**src/hw/rtl/salru_pkg.sv**
```systemverilog
// salru_pkg: shared constants and types for the set-associative LRU cache lookup.
// Used by salru_ways_ram, salru_lru_update and set_assoc_lru_cache_lookup.
// No dependencies.
package salru_pkg;

	localparam int NUM_SETS    = 256;
	localparam int NUM_WAYS    = 4;
	localparam int BLOCK_BYTES = 64;
	localparam int ADDR_BITS   = 40;

	localparam int ADDR_W   = 40;
	localparam int OFFSET_W = $clog2(BLOCK_BYTES);
	localparam int INDEX_W  = $clog2(NUM_SETS);
	localparam int TAG_W    = ADDR_BITS - OFFSET_W - INDEX_W;
	localparam int WAY_W    = (NUM_WAYS > 1) ? $clog2(NUM_WAYS) : 1;
	localparam int AGE_W    = WAY_W;
	localparam int CNT_W    = 32;
	localparam int WAY_OUT_W = 2;

	typedef logic [INDEX_W-1:0] index_t;
	typedef logic [TAG_W-1:0]   tag_t;
	typedef logic [WAY_W-1:0]   way_t;
	typedef logic [AGE_W-1:0]   age_t;

	typedef struct packed {
		logic filled;
		age_t age;
		tag_t tag;
	} way_entry_t;

	typedef way_entry_t [NUM_WAYS-1:0] set_row_t;

	typedef struct packed {
		logic   rd_en;
		index_t rd_idx;
		logic   wr_en;
		index_t wr_idx;
	} ram_req_t;

	typedef struct packed {
		logic hit;
		way_t way;
	} lookup_t;

endpackage

```
**src/hw/rtl/salru_lru_update.sv**
```systemverilog
// salru_lru_update: parallel tag compare, victim choice and true-LRU age update.
// Purely combinational; one set row in, updated row and lookup result out.
// Depends on salru_pkg.
module salru_lru_update (
	input  salru_pkg::set_row_t row,
	input  salru_pkg::tag_t     tag,
	output salru_pkg::set_row_t new_row,
	output salru_pkg::lookup_t  res
);

	logic               hit_any;
	logic               empty_any;
	salru_pkg::way_t    hit_way;
	salru_pkg::way_t    empty_way;
	salru_pkg::way_t    old_way;
	salru_pkg::way_t    sel_way;
	salru_pkg::age_t    mine;

	always_comb begin
		hit_any   = 1'b0;
		empty_any = 1'b0;
		hit_way   = '0;
		empty_way = '0;
		old_way   = '0;
		for (int i = salru_pkg::NUM_WAYS - 1; i >= 0; i--) begin
			if (row[i].filled && row[i].tag == tag) begin
				hit_any = 1'b1;
				hit_way = salru_pkg::WAY_W'(i);
			end
			if (!row[i].filled) begin
				empty_any = 1'b1;
				empty_way = salru_pkg::WAY_W'(i);
			end
			if (row[i].filled && row[i].age == salru_pkg::AGE_W'(salru_pkg::NUM_WAYS - 1)) begin
				old_way = salru_pkg::WAY_W'(i);
			end
		end
		if (hit_any) begin
			sel_way = hit_way;
		end else if (empty_any) begin
			sel_way = empty_way;
		end else begin
			sel_way = old_way;
		end
		mine = row[sel_way].age;

		new_row = row;
		for (int j = 0; j < salru_pkg::NUM_WAYS; j++) begin
			if (salru_pkg::WAY_W'(j) == sel_way) begin
				new_row[j].filled = 1'b1;
				new_row[j].age    = '0;
				new_row[j].tag    = tag;
			end else if (row[j].filled && (!hit_any || row[j].age < mine)) begin
				new_row[j].age = row[j].age + 1'b1;
			end
		end

		res.hit = hit_any;
		res.way = sel_way;
	end

endmodule

```
**config.mk**
```make
export PLATFORM = sky130hd
export DESIGN_NAME = salru_lru_update
export DESIGN_NICKNAME = d
export VERILOG_FILES = /design/src/hw/rtl/salru_pkg.sv /design/src/hw/rtl/salru_lru_update.sv
export SDC_FILE = /design/constraint.sdc
export NUM_CORES = 1
export LEC_CHECK = 0
export ABC_AREA = 1
export BUFFER_PORTS_ARGS = -buffer_cell sky130_fd_sc_hd__buf_4
export CORE_AREA = 2 2 101 103
export DETAILED_ROUTE_END_ITERATION = 16
export DIE_AREA = 0 0 103 105
export PLACE_DENSITY = 0.72
export SYNTH_ARGS = -nofsm -noshare
export SYNTH_HDL_FRONTEND = slang
export SYNTH_SLANG_ARGS = --single-unit
```
**constraint.sdc**
```tcl
create_clock -name vclk -period 4
set_input_delay 1 -clock vclk [all_inputs]
set_output_delay 1 -clock vclk [all_outputs]
set_load 0.005 [all_outputs]
```
# Word level (Yosys, flattened, before mapping)
# Index checks and enable logic that the tools add are counted.
[totals]
regBits = 0
elab_cells = 78
output_inout_bits = 119
input_bits = 142
[op_classes]
n_reduce_logical = 18
order_cmp = 5
mux = 40
n_eq_ne = 11
add_sub_neg = 4
[ops]
columns = ["cell", "count"]
rows = [
  ["26-bit == test", 4],
  ["26-bit 2-to-1 mux", 4],
  ["29-bit binary-select mux with 2-bit select", 1],
  ["2-bit 2-to-1 mux", 22],
  ["28-bit 2-to-1 mux", 1],
  ["1-bit logical AND", 12],
  ["1-bit 2-to-1 mux", 12],
  ["2-bit by 1-bit adder with 2-bit output (second input constant)", 4],
  ["2-bit == test (second input constant)", 4],
  ["2-bit less-than comparator", 4],
  ["2-bit == test (first input constant)", 2],
  ["1-bit logical OR", 4],
  ["2-bit by 3-bit less-than comparator with 1-bit output (second input constant)", 1],
  ["1-bit by 2-bit == test with 1-bit output (first input constant)", 1],
  ["2-bit zero test", 1],
  ["1-bit zero test", 1],
]

# Logic depth before layout (Yosys ltp)
[depth]
ltp_word = 15
ltp_mapped = 22
ltp_nobuf = 22

# Worst setup path before layout
# Ideal clock, no wire load.
[synth_path]
path_type = "input -> output"
startpoint = "input tag[22]"
endpoint = "output new_row[85] (netlist bit)"
slack_ns = 0.358
t_arrival_ns = 2.642
required_time_ns = 3.000
path_buffers = 1
stages = 20
cell_sequence = "buf_2 -> inv_1 -> nand2_1 -> nand2_1 -> nand2_1 -> nor2_1 -> nand3_1 -> o21bai_2 -> nand2_2 -> nand2_4 -> nand2_8 -> nand3_1 -> nand2_2 -> nor2_4 -> nand3_1 -> nand2_2 -> nand2_1 -> nand2_1 -> nand2_1 -> nor2_1"
[synth_lines]
columns = ["item", "line_no", "text"]
rows = [
  ["start: declaration", "salru_lru_update.sv:6", "input salru_pkg::tag_t tag,"],
  ["end: declaration", "salru_lru_update.sv:7", "output salru_pkg::set_row_t new_row,"],
]

==> run_results.csv <==
group,metric,value,unit
outcome,status,"finished with violations",
outcome,violated_checks,"setup timing",
global_routing,grt_first_pass_wirelength,27.7,mm
routing,drt_pre_antenna_iters,5,
critical_path,path_delay_family,"simple AND/OR/NAND/NOR gates",
floorplan,die_w,103,µm
routing,drc,0,
layout,finalInstanceArea,0.00635,mm²
power,design_power_total,799,µW
critical_path,crit_start,"tag[24]",
layout,drive_gt1_share,40.7,%
critical_path,timing.critical_path.depth,18,
logic_synthesis,yosys.area_share.adder,1.47,%
logic_synthesis,synthesis.yosys.warnings,0,
global_routing,grt_pass1_vias,5326,
power,cellLeakagePower,3.49,nW
critical_path,cp-start-kind,"input pin",
routing,detail_route.wl_per_cell,16.2,µm
power,swShare,50.7,%
critical_path,crit_path_top_delay_cell,"a21oi_1",
worst_hold_path,holdPathStages,4,
placement,dp_slack,-0.169,ns
placement,place.port_buffers,261,
layout,final.fill_count,993,
power,pwr_density_cell,126,mW/mm²
timing,min_period_over_period,102,%
placement,dpl_cell_area,0.00582,mm²
global_routing,grt_start_max_net_pins,56,
logic_synthesis,seq_area_frac_synth,0,%
power,switchingPower,405,µW
routing,drtIter0Drc,407,
logic_synthesis,syn-num-nets,905,
timing,final_critical_path_setup_slack,-0.0762,ns
floorplan,fp-row-count,36,
critical_path,slowest_delay,0.34,ns
logic_synthesis,xor_and_xnor_area_share_after_synthesis,6.44,%
layout,clock_buffer_count,0,
routing,vias_per_cell,5.09,
timing,relSlewSlack,75.3,%
routing,final_wl,19.0,mm
worst_hold_path,hp-class,"in2out",
layout,multi_input_combinational_cell_area,0.00317,mm²
floorplan,initial_utilization,35.3,%
critical_path,worst_path_max_fanout,4,
logic_synthesis,syn_area_per_cell,4.48,µm²
layout,final_cells,1176,
global_routing,antenna_violations_before_repair,0,
timing,finalHoldViolCount,0,
timing,rsz0062_at_grt,"yes",
layout,seq_cell_count,0,
routing,via_count,5984,
logic_synthesis,synth_compound_area_share,21.9,%
logic_synthesis,synthCells,759,
logic_synthesis,netlist_area_pre_place,0.00340,mm²
layout,syn_to_final_growth,86.8,%
flow_run,maxcap_violations,0,
critical_path,endpoint_kind,"output pin",
routing,antenna_violating_nets_post_route,0,
power,comb_power_share,100.0,%
logic_synthesis,post_synth_mux_area_share,0,%
power,worst_ir_drop_on_vdd,73.0,µV
power,clock_power_share,0,%
global_routing,groute.usage.overall,32.6,%
timing,setup_viol,8,
timing,worst_pin_slew,0.370,ns
global_routing,globalRoute.totalOverflow,0,
layout,fin_nets,1191,
critical_path,crit_path_cell_trace,"buf_4 > xor2_1 > nor3_2 > buf_4 > nand3_4 > nor2_4 > inv_4 > a21oi_1 > nand3_4 > nand2_4 > nor2_4 > nand3_1 > nand2_2 > nand2_1 > nand2_1 > nand2_1 > nor2_1 > buf_4",
logic_synthesis,yosysUniqueCellTypes,27,
layout,num_antenna_cells,0,
critical_path,crit_end,"new_row[85]",
timing,totalNegativeSetupSlack,-0.476,ns
floorplan,core_area,0.00964,mm²
placement,globalplace.congestion,1.02,
placement,post-place-cells,1173,
logic_synthesis,main_combinational_cell_family_by_area_after_synthesis,"simple AND/OR/NAND/NOR gates",
logic_synthesis,synth_simple_gate_area_share,54.0,%
timing,max_clock_freq,245,MHz
critical_path,worstPathArrival,3.08,ns
placement,detailedPlacementHpwl,15.7,mm
critical_path,critical_path_class,"in2out",
timing,layout_min_cycle_time,4.08,ns
power,power.sequential.fraction,0,%
critical_path,cp_data_required_time,3.00,ns
floorplan,die_boundary_height,105,µm
layout,sequential_cell_area,0,µm²
timing,final_max_slew_viol_count,0,
floorplan,io_pins,261,
critical_path,cp_num_buf_inv,4,
floorplan,die_area,0.0108,mm²
power,internal_power,394,µW
how the worst min path moves through the flow:
stage / endpoint / slack, ns / startpoint
4_1_cts: new_row[21] / 2.29 / row[21]
5_1_grt: new_row[63] / 2.32 / row[63]
3_3_place_gp: new_row[63] / 2.29 / row[63]
3_5_place_dp: new_row[21] / 2.29 / row[21]
6_report: new_row[63] / 2.30 / row[63]
2_1_floorplan: new_row[57] / 2.09 / row[57]
logic make-up after synthesis:
logic type,count (synthesis)
buffers and inverters,137
AO/OA/AOI/OAI,146
XOR/XNOR,25
adder cells (fa/ha/maj),4
AND/OR/NAND/NOR,447
worst min-delay path, stage by stage:
cell and delay, ns:
buf_4 0.09, nand2_1 0.04, o21ai_0 0.06, buf_4 0.11
synthesized netlist by cell type (all sizes together), types with 2 or more instances:
master	instances	area (µm²)
a21oi	7	35.0
buf	18	105
clkbuf	13	50.0
ha	4	50.1
inv	105	394
nand2	329	1280
nand3	40	200
nand4	7	43.8
nor2	65	274
nor3	5	25.0
o21ai	135	676
o22ai	2	12.5
xnor2	14	123
xor2	11	96.3
power by group through the flow:
stage	registers (mW)	logic (mW)	clock network, mW
floorplan	0	0.295	0
global placement	0	0.726	0
detailed placement	0	0.728	0
CTS	0	0.754	0
global route	0	0.865	0
finish	0	0.799	0
what timing repair did:
| action | 4_1_cts | 5_1_grt |
|---|---|---|
| gates resized for setup | 68 | 95 |
| buffers inserted | 2 | 2 |
| hold buffers | 0 | 0 |
| endpoints found under the setup margin | 32 | 108 |
| cloned | 2 | 0 |
| pin swaps | 36 | 46 |
routing by layer:
layer  vias to the layer above  GRT usage (%)  share of wire (%)  wire length, µm
met5                         -              0                  0                0
met4                         0           8.55                2.7              522
met3                        34           3.81                8.3             1580
met2                       330           55.1                 48             9060
met1                      2673           43.2                 41             7840
li1                       2947              -                  -                -
metrics by stage:
| step | util, % | hold WS, ns |
|---|---|---|
| finish | 65.9 | 2.30 |
| floorplan | - | 2.09 |
| CTS | 62.8 | 2.29 |
| global placement | 60.3 | 2.29 |
| global route | 65.9 | 2.32 |
| detailed placement | 60.3 | 2.29 |
layout by cell type, fill, tap and decap left out:
cell	instances
nand2_1	302
a21oi_2	3
o21ai_2	6
nand2_2	21
nor2_4	7
nor3_1	3
a31o_2	1
a21oi_1	4
inv_8	3
nand4_1	7
nand2_4	4
nor2_1	46
o21bai_4	1
buf_12	6
nand3_1	23
o21ai_1	27
nor3_2	2
nand2_8	3
o21ai_0	102
ha_1	4
xor2_1	11
nand3_4	6
buf_8	5
clkinv_1	1
xnor2_1	14
inv_6	8
inv_2	13
o22ai_1	2
inv_4	8
inv_1	73
nor3b_2	1
nor2_2	12
buf_6	16
nand3_2	11
buf_4	287
area by class of cell:
class	count	share of cell area, %
Tap cell	133	2.62
Inverter	106	7.57
Multi-Input combinational cell	623	50.0
Timing Repair Buffer	314	39.9
Note: power is estimated with default switching activity, not from simulation.
